`src/rtl/pse_pkg.sv`:
```
package pse_pkg;

  // Sizing
  localparam int MAX_MIN_LENGTH = 32;
  localparam int OFFSET_BITS    = 32;
  localparam int COUNT_BITS     = 16;
  localparam int LEN_BITS       = 32;
  localparam int MIN_BITS       = 6;
  localparam int LIMIT_BITS     = 16;
  localparam int BYTE_BITS      = 8;
  localparam int CHAR_BITS      = 7;
  localparam int CFG_DATA_BITS  = 16;
  localparam int CFG_INDEX_BITS = 1;
  localparam int HELD_DEPTH     = MAX_MIN_LENGTH - 1;
  localparam int HELD_IDX_BITS  = $clog2(MAX_MIN_LENGTH);

  // Defaults and character class bounds
  localparam logic [MIN_BITS-1:0]   DEFAULT_MIN   = MIN_BITS'(4);
  localparam logic [LIMIT_BITS-1:0] DEFAULT_LIMIT = LIMIT_BITS'(200);
  localparam logic [BYTE_BITS-1:0]  PRINT_LO      = 8'h20;
  localparam logic [BYTE_BITS-1:0]  PRINT_HI      = 8'h7E;

  // Result kinds
  localparam logic KIND_CHAR = 1'b0;
  localparam logic KIND_END  = 1'b1;

  // Register map
  typedef enum logic [CFG_INDEX_BITS-1:0] {
    REG_MIN_LEN      = 1'b0,
    REG_RESULT_LIMIT = 1'b1
  } cfg_reg_t;

  // Controller to datapath
  typedef struct packed {
    logic load;       // capture input transaction
    logic eval;       // classify byte, update run state
    logic emit_held;  // load held character into output
    logic emit_char;  // load current character into output
    logic emit_end;   // load end marker into output
    logic last;       // last result of this byte
    logic finish;     // advance position or clear buffer state
  } cmd_t;

  // Datapath to controller
  typedef struct packed {
    logic out_free;
    logic will_flush;
    logic will_char;
    logic will_end;
    logic flush_last;
    logic plan_end;
  } sts_t;

endpackage

```
`src/rtl/pse_ctrl.sv`:
```
module pse_ctrl (
  input  logic          clk,
  input  logic          rst,
  input  logic          in_valid,
  output logic          in_ready,
  input  pse_pkg::sts_t sts,
  output pse_pkg::cmd_t cmd
);
  import pse_pkg::*;

  typedef enum logic [2:0] {
    S_IDLE,
    S_EVAL,
    S_FLUSH,
    S_CHAR,
    S_END
  } state_t;

  state_t state;
  state_t state_next;

  // Sequencing of one byte: evaluate, then emit its results one by one
  always_comb begin
    state_next = state;
    cmd        = '0;
    case (state)
      S_IDLE: begin
        if (in_valid && in_ready) begin
          cmd.load   = 1'b1;
          state_next = S_EVAL;
        end
      end
      S_EVAL: begin
        cmd.eval = 1'b1;
        if (sts.will_flush) begin
          state_next = S_FLUSH;
        end else if (sts.will_char) begin
          state_next = S_CHAR;
        end else if (sts.will_end) begin
          state_next = S_END;
        end else begin
          cmd.finish = 1'b1;
          state_next = S_IDLE;
        end
      end
      S_FLUSH: begin
        if (sts.out_free) begin
          cmd.emit_held = 1'b1;
          if (sts.flush_last) begin
            state_next = S_CHAR;
          end
        end
      end
      S_CHAR: begin
        if (sts.out_free) begin
          cmd.emit_char = 1'b1;
          cmd.last      = !sts.plan_end;
          if (sts.plan_end) begin
            state_next = S_END;
          end else begin
            cmd.finish = 1'b1;
            state_next = S_IDLE;
          end
        end
      end
      S_END: begin
        if (sts.out_free) begin
          cmd.emit_end = 1'b1;
          cmd.last     = 1'b1;
          cmd.finish   = 1'b1;
          state_next   = S_IDLE;
        end
      end
      default: begin
        state_next = S_IDLE;
      end
    endcase
  end

  // State and ready register
  always_ff @(posedge clk) begin
    if (rst) begin
      state    <= S_IDLE;
      in_ready <= 1'b0;
    end else begin
      state    <= state_next;
      in_ready <= (state_next == S_IDLE);
    end
  end

endmodule

```
`src/rtl/pse_datapath.sv`:
```
module pse_datapath (
  input  logic                                 clk,
  input  logic                                 rst,
  // configuration
  input  logic                                 cfg_valid,
  output logic                                 cfg_ready,
  input  logic [pse_pkg::CFG_INDEX_BITS-1:0]   cfg_index,
  input  logic [pse_pkg::CFG_DATA_BITS-1:0]    cfg_data,
  // input payload
  input  logic [pse_pkg::BYTE_BITS-1:0]        data_byte,
  input  logic                                 final_byte,
  // output channel
  output logic                                 out_valid,
  input  logic                                 out_ready,
  output logic                                 item_kind,
  output logic [pse_pkg::CHAR_BITS-1:0]        char_code,
  output logic [pse_pkg::OFFSET_BITS-1:0]      string_offset,
  output logic [pse_pkg::LEN_BITS-1:0]         string_length,
  output logic [pse_pkg::COUNT_BITS-1:0]       string_number,
  output logic                                 last_of_run,
  // control
  input  pse_pkg::cmd_t                        cmd,
  output pse_pkg::sts_t                        sts
);
  import pse_pkg::*;

  // Configuration registers
  logic [MIN_BITS-1:0]      min_len;
  logic [LIMIT_BITS-1:0]    lim;
  // Captured transaction
  logic [BYTE_BITS-1:0]     cur_byte;
  logic                     cur_fin;
  // Buffer state
  logic [OFFSET_BITS-1:0]   byte_position;
  logic [OFFSET_BITS-1:0]   run_start;
  logic [LEN_BITS-1:0]      run_count;
  logic [COUNT_BITS-1:0]    strings_found;
  logic                     scan_halted;
  logic                     reporting;
  logic [CHAR_BITS-1:0]     held_chars [HELD_DEPTH];
  // Emission plan for the current byte
  logic                     plan_end;
  logic [LEN_BITS-1:0]      end_len;
  logic [HELD_IDX_BITS-1:0] flush_idx;

  logic [MIN_BITS-1:0]      m_eff;
  logic [MIN_BITS-1:0]      m_minus1;
  logic [LIMIT_BITS-1:0]    lim_eff;
  logic                     printable;
  logic [LEN_BITS-1:0]      count_inc;
  logic                     below_min;
  logic                     at_limit;
  logic                     qualify;
  logic                     reporting_after;
  logic                     held_wr;

  assign cfg_ready = 1'b1;

  // Effective minimum and limit
  always_comb begin
    if (min_len == '0) begin
      m_eff = DEFAULT_MIN;
    end else if (int'(min_len) > MAX_MIN_LENGTH) begin
      m_eff = MIN_BITS'(MAX_MIN_LENGTH);
    end else begin
      m_eff = min_len;
    end
    lim_eff = (lim == '0) ? DEFAULT_LIMIT : lim;
  end
  assign m_minus1 = m_eff - MIN_BITS'(1);

  // Byte classification against the run state
  assign printable = (cur_byte >= PRINT_LO) && (cur_byte <= PRINT_HI);
  assign count_inc = (run_count == '1) ? run_count : run_count + LEN_BITS'(1);
  assign below_min = run_count < LEN_BITS'(m_minus1);
  assign at_limit  = 64'(strings_found) >= 64'(lim_eff);
  assign qualify   = !scan_halted && printable && !reporting && !below_min && !at_limit;
  assign held_wr   = cmd.eval && !scan_halted && printable && !reporting && below_min;

  always_comb begin
    if (scan_halted) begin
      reporting_after = reporting;
    end else if (printable) begin
      reporting_after = reporting || qualify;
    end else begin
      reporting_after = 1'b0;
    end
  end

  // Status to the controller
  always_comb begin
    sts            = '0;
    sts.out_free   = !out_valid || out_ready;
    sts.will_flush = qualify && (m_minus1 != '0);
    sts.will_char  = !scan_halted && printable && (reporting || qualify);
    sts.will_end   = !scan_halted && ((!printable && reporting) ||
                                      (cur_fin && reporting_after));
    sts.flush_last = (MIN_BITS'(flush_idx) == m_minus1 - MIN_BITS'(1));
    sts.plan_end   = plan_end;
  end

  // Captured transaction (payload, no reset)
  always_ff @(posedge clk) begin
    if (cmd.load) begin
      cur_byte <= data_byte;
      cur_fin  <= final_byte;
    end
  end

  // Held characters of a run that has not yet qualified
  always_ff @(posedge clk) begin
    if (held_wr) begin
      held_chars[run_count[HELD_IDX_BITS-1:0]] <= cur_byte[CHAR_BITS-1:0];
    end
  end

  // Configuration and run state
  always_ff @(posedge clk) begin
    if (rst) begin
      min_len       <= DEFAULT_MIN;
      lim           <= DEFAULT_LIMIT;
      byte_position <= '0;
      run_start     <= '0;
      run_count     <= '0;
      strings_found <= '0;
      scan_halted   <= 1'b0;
      reporting     <= 1'b0;
      plan_end      <= 1'b0;
      flush_idx     <= '0;
    end else begin
      if (cfg_valid && cfg_ready) begin
        case (cfg_reg_t'(cfg_index))
          REG_MIN_LEN:      min_len <= cfg_data[MIN_BITS-1:0];
          REG_RESULT_LIMIT: lim     <= cfg_data[LIMIT_BITS-1:0];
          default:          ;
        endcase
      end

      if (cmd.eval) begin
        plan_end  <= sts.will_end;
        flush_idx <= '0;
        if (!scan_halted) begin
          if (printable) begin
            if (run_count == '0) begin
              run_start <= byte_position;
            end
            run_count <= count_inc;
            if (!reporting && !below_min && at_limit) begin
              scan_halted <= 1'b1;
              run_count   <= '0;
            end else if (qualify) begin
              strings_found <= strings_found + COUNT_BITS'(1);
              reporting     <= 1'b1;
            end
          end else begin
            run_count <= '0;
            reporting <= 1'b0;
          end
        end
      end

      if (cmd.emit_held) begin
        flush_idx <= flush_idx + HELD_IDX_BITS'(1);
      end

      // End of byte: the final byte returns the buffer state to reset
      if (cmd.finish) begin
        if (cur_fin) begin
          byte_position <= '0;
          run_start     <= '0;
          run_count     <= '0;
          strings_found <= '0;
          scan_halted   <= 1'b0;
          reporting     <= 1'b0;
        end else begin
          byte_position <= byte_position + OFFSET_BITS'(1);
        end
      end
    end
  end

  // Saturated run length for an end marker (payload)
  always_ff @(posedge clk) begin
    if (cmd.eval) begin
      end_len <= printable ? count_inc : run_count;
    end
  end

  // Output register: valid flag
  always_ff @(posedge clk) begin
    if (rst) begin
      out_valid <= 1'b0;
    end else if (cmd.emit_held || cmd.emit_char || cmd.emit_end) begin
      out_valid <= 1'b1;
    end else if (out_ready) begin
      out_valid <= 1'b0;
    end
  end

  // Output register: payload
  always_ff @(posedge clk) begin
    if (cmd.emit_held || cmd.emit_char || cmd.emit_end) begin
      string_offset <= run_start;
      string_number <= strings_found - COUNT_BITS'(1);
      last_of_run   <= cmd.last;
      if (cmd.emit_end) begin
        item_kind     <= KIND_END;
        char_code     <= '0;
        string_length <= end_len;
      end else begin
        item_kind     <= KIND_CHAR;
        string_length <= '0;
        if (cmd.emit_held) begin
          char_code <= held_chars[flush_idx];
        end else begin
          char_code <= cur_byte[CHAR_BITS-1:0];
        end
      end
    end
  end

endmodule

```
`src/rtl/printable_string_extractor.sv`:
```
// Channel   Direction  Handshake             Payload
// in        sink       in_valid / in_ready   data_byte, final_byte
// out       source     out_valid / out_ready item_kind, char_code, string_offset,
//                                            string_length, string_number, last_of_run
// cfg       sink       cfg_valid / cfg_ready cfg_index, cfg_data
//
// A byte is taken from the input in the idle state, classified in the controller's
// evaluate state, and then each result it produces is loaded into the output
// register; a qualifying byte first flushes the held characters of its run.
// Reset is synchronous; in_ready is registered and rises in the cycle after reset.
// An output stall holds the sequencer in its emit state; the next byte is taken
// while the last result of the previous one is still waiting.
module printable_string_extractor (
  input  logic                               clk,
  input  logic                               rst,
  input  logic                               in_valid,
  output logic                               in_ready,
  input  logic [pse_pkg::BYTE_BITS-1:0]      data_byte,
  input  logic                               final_byte,
  output logic                               out_valid,
  input  logic                               out_ready,
  output logic                               item_kind,
  output logic [pse_pkg::CHAR_BITS-1:0]      char_code,
  output logic [pse_pkg::OFFSET_BITS-1:0]    string_offset,
  output logic [pse_pkg::LEN_BITS-1:0]       string_length,
  output logic [pse_pkg::COUNT_BITS-1:0]     string_number,
  output logic                               last_of_run,
  input  logic                               cfg_valid,
  output logic                               cfg_ready,
  input  logic [pse_pkg::CFG_INDEX_BITS-1:0] cfg_index,
  input  logic [pse_pkg::CFG_DATA_BITS-1:0]  cfg_data
);
  import pse_pkg::*;

  cmd_t cmd;
  sts_t sts;

  // Sequencer
  pse_ctrl u_ctrl (
    .clk      (clk),
    .rst      (rst),
    .in_valid (in_valid),
    .in_ready (in_ready),
    .sts      (sts),
    .cmd      (cmd)
  );

  // Run state, held characters and output register
  pse_datapath u_datapath (
    .clk           (clk),
    .rst           (rst),
    .cfg_valid     (cfg_valid),
    .cfg_ready     (cfg_ready),
    .cfg_index     (cfg_index),
    .cfg_data      (cfg_data),
    .data_byte     (data_byte),
    .final_byte    (final_byte),
    .out_valid     (out_valid),
    .out_ready     (out_ready),
    .item_kind     (item_kind),
    .char_code     (char_code),
    .string_offset (string_offset),
    .string_length (string_length),
    .string_number (string_number),
    .last_of_run   (last_of_run),
    .cmd           (cmd),
    .sts           (sts)
  );

endmodule

```
`config.mk`:
```
export PLATFORM = sky130hd
export DESIGN_NAME = printable_string_extractor
export DESIGN_NICKNAME = d
export VERILOG_FILES = /design/src/rtl/pse_pkg.sv /design/src/rtl/pse_ctrl.sv /design/src/rtl/pse_datapath.sv /design/src/rtl/printable_string_extractor.sv
export SDC_FILE = /design/constraint.sdc
export NUM_CORES = 1
export LEC_CHECK = 0
export BUFFER_PORTS_ARGS = -buffer_cell sky130_fd_sc_hd__buf_2
export CAP_MARGIN = 40
export CORE_ASPECT_RATIO = 1.75
export CORE_MARGIN = 2
export CORE_UTILIZATION = 27
export CTS_BUF_LIST = sky130_fd_sc_hd__clkbuf_8
export DETAILED_ROUTE_END_ITERATION = 16
export PLACE_DENSITY = 0.53
export SYNTH_ARGS = -nofsm -noshare
export SYNTH_HDL_FRONTEND = slang
export SYNTH_HIERARCHICAL = 1
export SYNTH_SLANG_ARGS = --single-unit
export TNS_END_PERCENT = 5
```
`constraint.sdc`:
```
create_clock -name clk -period 5.9 [get_ports clk]
set_input_delay 1.77 -clock clk [delete_from_list [all_inputs] [get_ports clk]]
set_output_delay 1.77 -clock clk [all_outputs]
set_load 0.1 [all_outputs]
```
==> results of run 1 <==
## repair_timing
item	4_1_cts	5_1_grt
setup endpoints to repair	0	27
hold endpoints to repair	0	0
gates resized for setup	0	3
setup buffers	0	0
## critical path: cells and delay by family (launching register included)
family,cells,cell delay (ps)
AND/OR/NAND/NOR,10,2670
AO/OA/AOI/OAI,10,1620
adder cells (fa/ha/maj),2,540
flip-flops,1,360
buffers and inverters,1,170
## cell usage after synthesis (all sizes together) (8+ instances only)
library cell	n	area share, %
edfxtp	347	50
nand2	191	3.4
dfxtp	152	14
nor2	131	2.3
a21oi	83	2.0
clkbuf	74	1.3
mux4	63	6.7
nand3	46	1.1
xor2	43	1.8
and2	42	1.3
o21ai	39	0.98
inv	37	0.66
nand4	36	1.1
ha	34	2.0
xnor2	34	1.4
nor3	31	0.76
mux2i	29	1.4
and3	24	0.71
nor4	21	0.68
buf	18	0.42
or3	18	0.54
a31oi	17	0.51
o31ai	15	0.54
nand3b	12	0.43
a211oi	10	0.36
and4	8	0.33
o21a	8	0.29
## cells by family (layout without fill, tap and decap cells)
kind of cell	Yosys count	count (layout)	share of synthesized area, %
flip-flops	499	499	64.0
adder cells (fa/ha/maj)	34	34	2.02
AND/OR/NAND/NOR	593	593	13.8
multiplexers	92	92	8.13
XOR/XNOR	77	77	3.21
buffers and inverters	129	320	2.40
other	1	2	0.0178
AO/OA/AOI/OAI	215	215	6.36
## path summary, 6_finish.rpt
| path | start | endpoint | slack, ps | cells past startpoint |
|---|---|---|---|---|
| hold reg to reg | u_datapath/run_start[21]$_SDFF_PP0_ | u_datapath/string_offset[21]$_DFFE_PP_ | 430 | 0 |
| setup reg to reg | u_datapath/min_len[0]$_SDFFE_PP0P_ | u_datapath/byte_position[26]$_SDFFE_PP0P_ | 470 | 23 |
| hold / removal | u_datapath/run_start[21]$_SDFF_PP0_ | u_datapath/string_offset[21]$_DFFE_PP_ | 430 | 0 |
| setup / recovery | u_datapath/min_len[0]$_SDFFE_PP0P_ | u_datapath/byte_position[26]$_SDFFE_PP0P_ | 470 | 23 |
## sequential cells by signal (all words and copies together), names as in the netlist, 6 cells and up, named ones only
| name | flops |
|---|---|
| u_datapath/string_number | 16 |
| u_datapath/char_code | 7 |
| u_datapath/min_len | 6 |
| u_datapath/run_start | 32 |
| u_datapath/run_count | 32 |
| u_datapath/string_length | 32 |
| u_datapath/byte_position | 32 |
| u_datapath/end_len | 32 |
| u_datapath/cur_byte | 8 |
| u_datapath/held_chars | 217 |
| u_datapath/strings_found | 16 |
| u_datapath/lim | 16 |
| u_datapath/string_offset | 32 |
## layer usage
metal	track usage (%)	share of wire, %
met5	0	0
met1	13.1	36
met3	2.31	4.9
met2	24.4	56
met4	4.87	2.9
## through the flow
stage | hold WS, ps | total power, uW
finish | 427 | 6630
global route | 444 | 6880
CTS | 427 | 6730
detailed placement | 417 | 4010
global placement | 416 | 4010
floorplan | 408 | 3940
## power by group
part / internal [uW] / switching (uW)
Combinational: 53.3 / 128
Sequential: 3740 / 14.2
Clock: 1400 / 1300
Total: 5190 / 1440
## area by class of cell
type	count	area share, %
Antenna cell	1	0.0103
Clock inverter	52	1.38
Timing Repair Buffer	153	3.56
Sequential cell	499	55.5
Clock buffer	78	4.42
Tap cell	1027	5.29
Multi-Input combinational cell	1012	29.3
Inverter	37	0.582
==> results.json, run 1 <==
{
  "worst_slew_pin_slew_ps": 991,
  "drive_gt1_share_pct": 18.7,
  "grt.total_usage_pct": 12.6,
  "final_cell_mix": "347 x edfxtp_1, 191 x nand2_1, 150 x dfxtp_1",
  "placementRows": 135,
  "area_growth_pct": 15.4,
  "ant_nets": 0,
  "setup_ws_ps": 467,
  "grt_pass1_wl_um": 78900,
  "p_leak_uw": 0.00790,
  "drt_iter0_drc": 1028,
  "io_pins": 123,
  "die_y_um": 373,
  "crit_type": "reg -> reg",
  "dieArea_sq_um": 80200,
  "post-route-min-period_ps": 5430,
  "clockRootBuffer": "clkbuf_8",
  "detailed_place.area_sq_um": 22900,
  "post-route-util_pct": 31.5,
  "htreeDepth": 3,
  "final_area_sq_um": 24300,
  "ys_types": 67,
  "path_clk_slew_ps": 70,
  "multi_input_area_sq_um": 7110,
  "clockBufferDepth": 3,
  "max_cap_violations": 0,
  "cts_tree": "yes",
  "vias_per_cell": 4.73,
  "firstDrtPassIters": 6,
  "layout_commonest_cell": "edfxtp_1",
  "fin_nets": 1839,
  "crit_required_ps": 6440,
  "port-buffer-count": 121,
  "routedWlPerCell_um": 17.9,
  "synthCells": 1640,
  "clock.fmax_ghz": 0.184,
  "path_max_fanout": 7,
  "holdCritPathClass": "reg -> reg",
  "critPathMaxStageDelay_ps": 480,
  "seq_area_sq_um": 13500,
  "final_cells": 2859,
  "ys_seq_elements": 499,
  "fin_tns_setup_ps": 0,
  "vias": 13500,
  "syn_area_sq_um": 21000,
  "synth_edf_count": 347,
  "ys_warn_count": 6,
  "grt_pass1_vias": 13500,
  "dp_hpwl_um": 36200,
  "drc": 0,
  "critPathSlowestCell": "or3_1",
  "setup_viol": 0,
  "nFillCells": 7780,
  "final-max-slew-violation-count": 0,
  "worstPathArrival_ps": 5980,
  "power.density_nw_per_um2": 273,
  "slew_headroom_pct": 33.7,
  "clock_latency_ps": 630,
  "start_util_pct": 27.2,
  "min_period_over_period_pct": 92.1,
  "place_ws_ps": 336,
  "hold_violations": 0,
  "grt_max_degree": 62,
  "crit_path_end_kind": "register",
  "place.gp.congestion": 0.840,
  "grt_antenna_before_repair": 2,
  "syn_avg_cell_area_sq_um": 12.8,
  "synth_fp_nets": 1705,
  "vdd_drop_max_mv": 0.119,
  "cts_buffers": 71,
  "async_reset_ff_share_pct": 0,
  "clkSinkCount": 499,
  "design.core.area_sq_um": 77200,
  "holdBufCountCts": 0,
  "die_w_um": 215,
  "rsz0062_at_grt": "true",
  "cp_cell_sequence": "nor4_2, o21ai_0, ha_1, a21oi_1, o21a_1, a31oi_1, buf_4, ha_1, o2111a_1, o31ai_1, a31oi_1, and2_2, o21ai_0, nor4_1, nor4b_2, nor2b_4, a21o_1, nand2_1, or3_1, nor3_4, nand2_1, or3_1, a21oi_1",
  "run_status": "finished clean",
  "synth_seq_area_share_pct": 64.0,
  "fin_skew_ps": 25.6,
  "dp_cells": 2728,
  "start_kind": "register",
  "synth_ff_type": "edfxtp_1",
  "gr-total-overflow": 0,
  "drt-total-wl_um": 51200
}
Note: power is estimated with default switching activity, not from simulation.
==> run 2, diff against run 1 <==
--- a/config.mk
+++ b/config.mk
@@ -6,7 +6,6 @@
 export NUM_CORES = 1
 export LEC_CHECK = 0
 export BUFFER_PORTS_ARGS = -buffer_cell sky130_fd_sc_hd__buf_2
-export CAP_MARGIN = 40
 export CORE_ASPECT_RATIO = 1.75
 export CORE_MARGIN = 2
 export CORE_UTILIZATION = 27
==> constraint.sdc (replaced) <==
create_clock -name clk -period 5.9 [get_ports clk]
set_input_delay 0.295 -clock clk [delete_from_list [all_inputs] [get_ports clk]]
set_output_delay 0.295 -clock clk [all_outputs]
set_load 0.1 [all_outputs]
==> results.json, run 2 (same netlist as run 1, synthesis figures left out) <==
{
  "grt_pass1_wl_um": 80000,
  "largest_register_ffs": 217,
  "clock.fmax_ghz": 0.183,
  "fin_nets": 1859,
  "run_status": "finished clean",
  "grt_max_degree": 56,
  "fin_skew_ps": 30.8,
  "routedWlPerCell_um": 17.9,
  "grt_pass1_vias": 13800,
  "vias": 13600,
  "path_buf_inv": 1,
  "die_w_um": 215,
  "drc": 0,
  "p_leak_uw": 0.00799,
  "port-buffer-count": 121,
  "clockBufferDepth": 3,
  "placementRows": 135,
  "final_cells": 2878,
  "critPathMaxStageDelay_ps": 480,
  "start_util_pct": 27.2,
  "max_cap_violations": 0,
  "gr-total-overflow": 0,
  "post-route-util_pct": 31.8,
  "place.gp.congestion": 0.871,
  "io_pins": 123,
  "crit_type": "reg -> reg",
  "rsz0062_at_grt": "false",
  "final-max-slew-violation-count": 0,
  "area_growth_pct": 16.6,
  "layout_commonest_cell": "edfxtp_1",
  "cts_tree": "yes",
  "ant_nets": 0,
  "crit_required_ps": 6450,
  "drive_gt1_share_pct": 18.3,
  "path_clk_slew_ps": 70,
  "clockRootBuffer": "clkbuf_8",
  "grt_antenna_before_repair": 1,
  "postCtsSetupRepairBufs": 0,
  "drt-total-wl_um": 51600,
  "fin_tns_setup_ps": 0,
  "post-route-min-period_ps": 5460,
  "setup_viol": 0,
  "path_max_fanout": 7,
  "worstPathArrival_ps": 6020,
  "die_y_um": 373,
  "htreeDepth": 3,
  "crit_path_end_kind": "register",
  "holdCritPathClass": "in -> reg",
  "cp_cell_sequence": "nor4_2, o21ai_0, ha_1, a21oi_1, o21a_1, a31oi_1, buf_4, ha_1, o2111a_1, o31ai_1, a31oi_1, and2_2, o21ai_0, nor4_2, nor4b_2, nor2b_4, a21o_1, nand2_1, or3_1, nor3_4, nand2_1, or3_1, a21oi_1",
  "power.density_nw_per_um2": 273,
  "dp_hpwl_um": 36400,
  "drt_iter0_drc": 974,
  "clkSinkCount": 499,
  "finalPower_uw": 6700,
  "slew_headroom_pct": 21.6,
  "nFillCells": 7742,
  "dieArea_sq_um": 80200,
  "min_period_over_period_pct": 92.6,
  "final_cell_mix": "347 x edfxtp_1, 191 x nand2_1, 150 x dfxtp_1",
  "cts_buffers": 70,
  "worst_slew_pin_slew_ps": 1180,
  "design.core.area_sq_um": 77200,
  "hold_ws_ps": 107,
  "clock_latency_ps": 630,
  "firstDrtPassIters": 5,
  "vdd_drop_max_mv": 0.118,
  "hold_violations": 0,
  "cp_top_family": "simple AND/OR/NAND/NOR gates",
  "critPathSlowestCell": "or3_1",
  "dp_cells": 2724,
  "grt.total_usage_pct": 12.7,
  "start_kind": "register",
  "vias_per_cell": 4.73
}
## run 2: per-layer routing
layer  global-route usage (%)  part of all wire, %  vias to the layer above
li1                         -                    -                     6401
met1                     13.1                   36                     6714
met2                     24.7                   55                      393
met3                     2.08                  4.7                      105
met4                     5.95                  3.9                        0
met5                        0                    0                        -
## run 2: final timing paths
kind | start | endpoint | slack (ps) | depth (start not counted)
hold / removal | out_ready | u_datapath/out_valid$_SDFFE_PP0P_ | 110 | 3
setup / recovery | u_datapath/min_len[0]$_SDFFE_PP0P_ | u_datapath/byte_position[26]$_SDFFE_PP0P_ | 440 | 23
hold reg to reg | u_datapath/run_start[20]$_SDFF_PP0_ | u_datapath/string_offset[20]$_DFFE_PP_ | 430 | 0
setup reg to reg | u_datapath/min_len[0]$_SDFFE_PP0P_ | u_datapath/byte_position[26]$_SDFFE_PP0P_ | 440 | 23
## run 2: what timing repair did
action                     CTS  global route
hold buffers                25             0
hold endpoints to repair    31             0
setup endpoints to repair    0            21
resized for setup            0             4
## run 2: worst min-delay path: cells and delay by family
family	cells	cell delay [ps]
buffers and inverters	1	80
AOI/OAI and AO/OA	1	100
and+or+nand+nor	1	200
## run 2: cell type report
class	instances	area, sq um	area share [%]
multi-input cells	1012	7120	29.0
repair buffers	174	1070	4.35
diodes	1	2.50	0.0102
well taps	1027	1280	5.24
inverters	37	141	0.577
flip-flops and latches	499	13500	54.9
clock buffers	79	1090	4.44
clock inverters	49	344	1.40
## run 2: power breakdown
part	switching, uW	internal, uW	total (uW)
Clock	1300	1450	2750
Sequential	14.4	3740	3760
Combinational	130	62.9	193
## run 2: through the flow
step / instance area (sq um) / setup WS, ps
global placement: 22800 / 575
detailed placement: 22800 / 419
global route: 24500 / 40.6
finish: 24500 / 437
CTS: 24500 / 357
floorplan: 21000 / 914
==> run 3, diff against run 2 <==
--- a/config.mk
+++ b/config.mk
@@ -8,10 +8,10 @@
 export BUFFER_PORTS_ARGS = -buffer_cell sky130_fd_sc_hd__buf_2
 export CORE_ASPECT_RATIO = 1.75
 export CORE_MARGIN = 2
-export CORE_UTILIZATION = 27
+export CORE_UTILIZATION = 65
 export CTS_BUF_LIST = sky130_fd_sc_hd__clkbuf_8
 export DETAILED_ROUTE_END_ITERATION = 16
-export PLACE_DENSITY = 0.53
+export PLACE_DENSITY = 0.95
 export SYNTH_ARGS = -nofsm -noshare
 export SYNTH_HDL_FRONTEND = slang
 export SYNTH_HIERARCHICAL = 1
==> constraint.sdc (replaced) <==
create_clock -name clk -period 6.9 [get_ports clk]
set_input_delay 0.345 -clock clk [delete_from_list [all_inputs] [get_ports clk]]
set_output_delay 0.345 -clock clk [all_outputs]
set_load 0.1 [all_outputs]
==> results.json, run 3 (same netlist as run 1, synthesis figures left out) <==
{
  "run_status": "finished clean",
  "grt_pass1_vias": 14200,
  "grt.total_usage_pct": 28.9,
  "p_leak_uw": 0.00788,
  "detailed_place.area_sq_um": 21900,
  "worst_slew_pin_slew_ps": 1260,
  "port-buffer-count": 121,
  "drt-total-wl_um": 49500,
  "grt_pass1_wl_um": 76100,
  "power.density_nw_per_um2": 240,
  "clkSinkCount": 499,
  "slew_headroom_pct": 15.7,
  "layout_commonest_cell": "edfxtp_1",
  "grt_antenna_before_repair": 1,
  "drc": 0,
  "hold_violations": 0,
  "design.core.area_sq_um": 32000,
  "postCtsSetupRepairBufs": 0,
  "use_met3_pct": 5.18,
  "vias_per_cell": 6.45,
  "crit_path_end_kind": "register",
  "htreeDepth": 3,
  "final_cell_mix": "347 x edfxtp_1, 191 x nand2_1, 150 x dfxtp_1",
  "dieArea_sq_um": 33900,
  "cts_tree": "yes",
  "met2_usage_pct": 51.3,
  "vias": 14400,
  "firstDrtPassIters": 9,
  "start_kind": "register",
  "place.gp.congestion": 0.916,
  "path_clk_slew_ps": 70,
  "clock.fmax_ghz": 0.165,
  "clock_latency_ps": 640,
  "start_util_pct": 65.7,
  "worstPathArrival_ps": 6590,
  "routedWlPerCell_um": 22.1,
  "min_period_over_period_pct": 87.8,
  "die_y_um": 242,
  "clockBufferDepth": 3,
  "drive_gt1_share_pct": 17.6,
  "crit_type": "reg -> reg",
  "io_pins": 123,
  "largest_register_ffs": 217,
  "post-route-min-period_ps": 6060,
  "max_cap_violations": 0,
  "grt_max_degree": 83,
  "area_growth_pct": 12.0,
  "clockRootBuffer": "clkbuf_8",
  "path_max_fanout": 27,
  "grt_busiest_layer": "met2",
  "use_met1_pct": 31.3,
  "fin_skew_ps": 35.0,
  "fin_tns_setup_ps": 0,
  "cts_buffers": 68,
  "gr-total-overflow": 0,
  "vdd_drop_max_mv": 0.239,
  "fin_nets": 1846,
  "dp_hpwl_um": 31400,
  "final_area_sq_um": 23600,
  "ant_nets": 0,
  "setup_viol": 0,
  "post-route-util_pct": 73.6,
  "crit_required_ps": 7430,
  "drt_iter0_drc": 1544,
  "holdCritPathClass": "in -> reg",
  "placementRows": 87,
  "die_w_um": 140,
  "rsz0062_at_grt": "false",
  "final-max-slew-violation-count": 0
}
## run 3: final cells by class
class,count,area (sq um)
diodes,1,2.50
clock buffers,76,1050
clock inverters,47,325
fillers,1885,8450
inverters,37,140
multi-input cells,1012,7090
flip-flops and latches,499,13500
well taps,400,500
repair buffers,163,983
## run 3: final timing paths
| kind | startpoint | endpoint | slack (ps) | depth (start not counted) |
|---|---|---|---|---|
| worst max register to register | u_datapath/min_len[0]$_SDFFE_PP0P_ | u_datapath/run_count[4]$_SDFF_PP0_ | 840 | 21 |
| worst min register to register | u_datapath/run_start[13]$_SDFF_PP0_ | u_datapath/string_offset[13]$_DFFE_PP_ | 430 | 0 |
| worst min-delay path | out_ready | u_datapath/out_valid$_SDFFE_PP0P_ | 190 | 3 |
| worst max-delay path | u_datapath/min_len[0]$_SDFFE_PP0P_ | u_datapath/run_count[4]$_SDFF_PP0_ | 840 | 21 |
## run 3: per-stage QoR
stage                     power, uW  instances  hold WS (ps)  setup WS (ps)
after detailed placement       3420       2086           416           1210
after global routing           5820       2235           201            698
after floorplan                3370       1640           408           1910
after CTS                      5670       2234           178           1170
after global placement         3410       2086           414           1500
final                          5660       2235           194            840
## run 3: power breakdown
part           total (uW)  leakage [uW]  internal, uW  switching, uW
sequential           3210       0.00430          3200           15.0
combinational         165       0.00283          51.4            113
clock                2280      0.000764          1170           1110
total                5660       0.00788          4420           1240
## run 3: repair_timing
item                                   4_1_cts  5_1_grt
endpoints found under the hold margin       27        0
resized for setup                            0        0
hold buffers                                25        0
## run 3: critical path, cell delays in order (launching register included)
cell      delay [ps]
dfxtp_1          370
nor4_1           550
o21ai_0          340
ha_1             340
o21a_1           140
a31oi_1          440
ha_1             280
o2111a_1         200
o31ai_1           80
a31oi_1          310
and2_2           250
o21ai_0           90
nor4_1           350
nor4b_2          110
nor2b_4          150
a21o_1           290
a21o_2           400
nor2_1           810
nand2_1          110
a31oi_1          170
a22oi_1           90
o31ai_1          110
## run 3: per-layer routing
| metal | share of wire (%) | vias up |
|---|---|---|
| li1 | - | 6379 |
| met1 | 33 | 6886 |
| met2 | 53 | 891 |
| met3 | 7.3 | 262 |
| met4 | 7.0 | 0 |
| met5 | 0 | - |
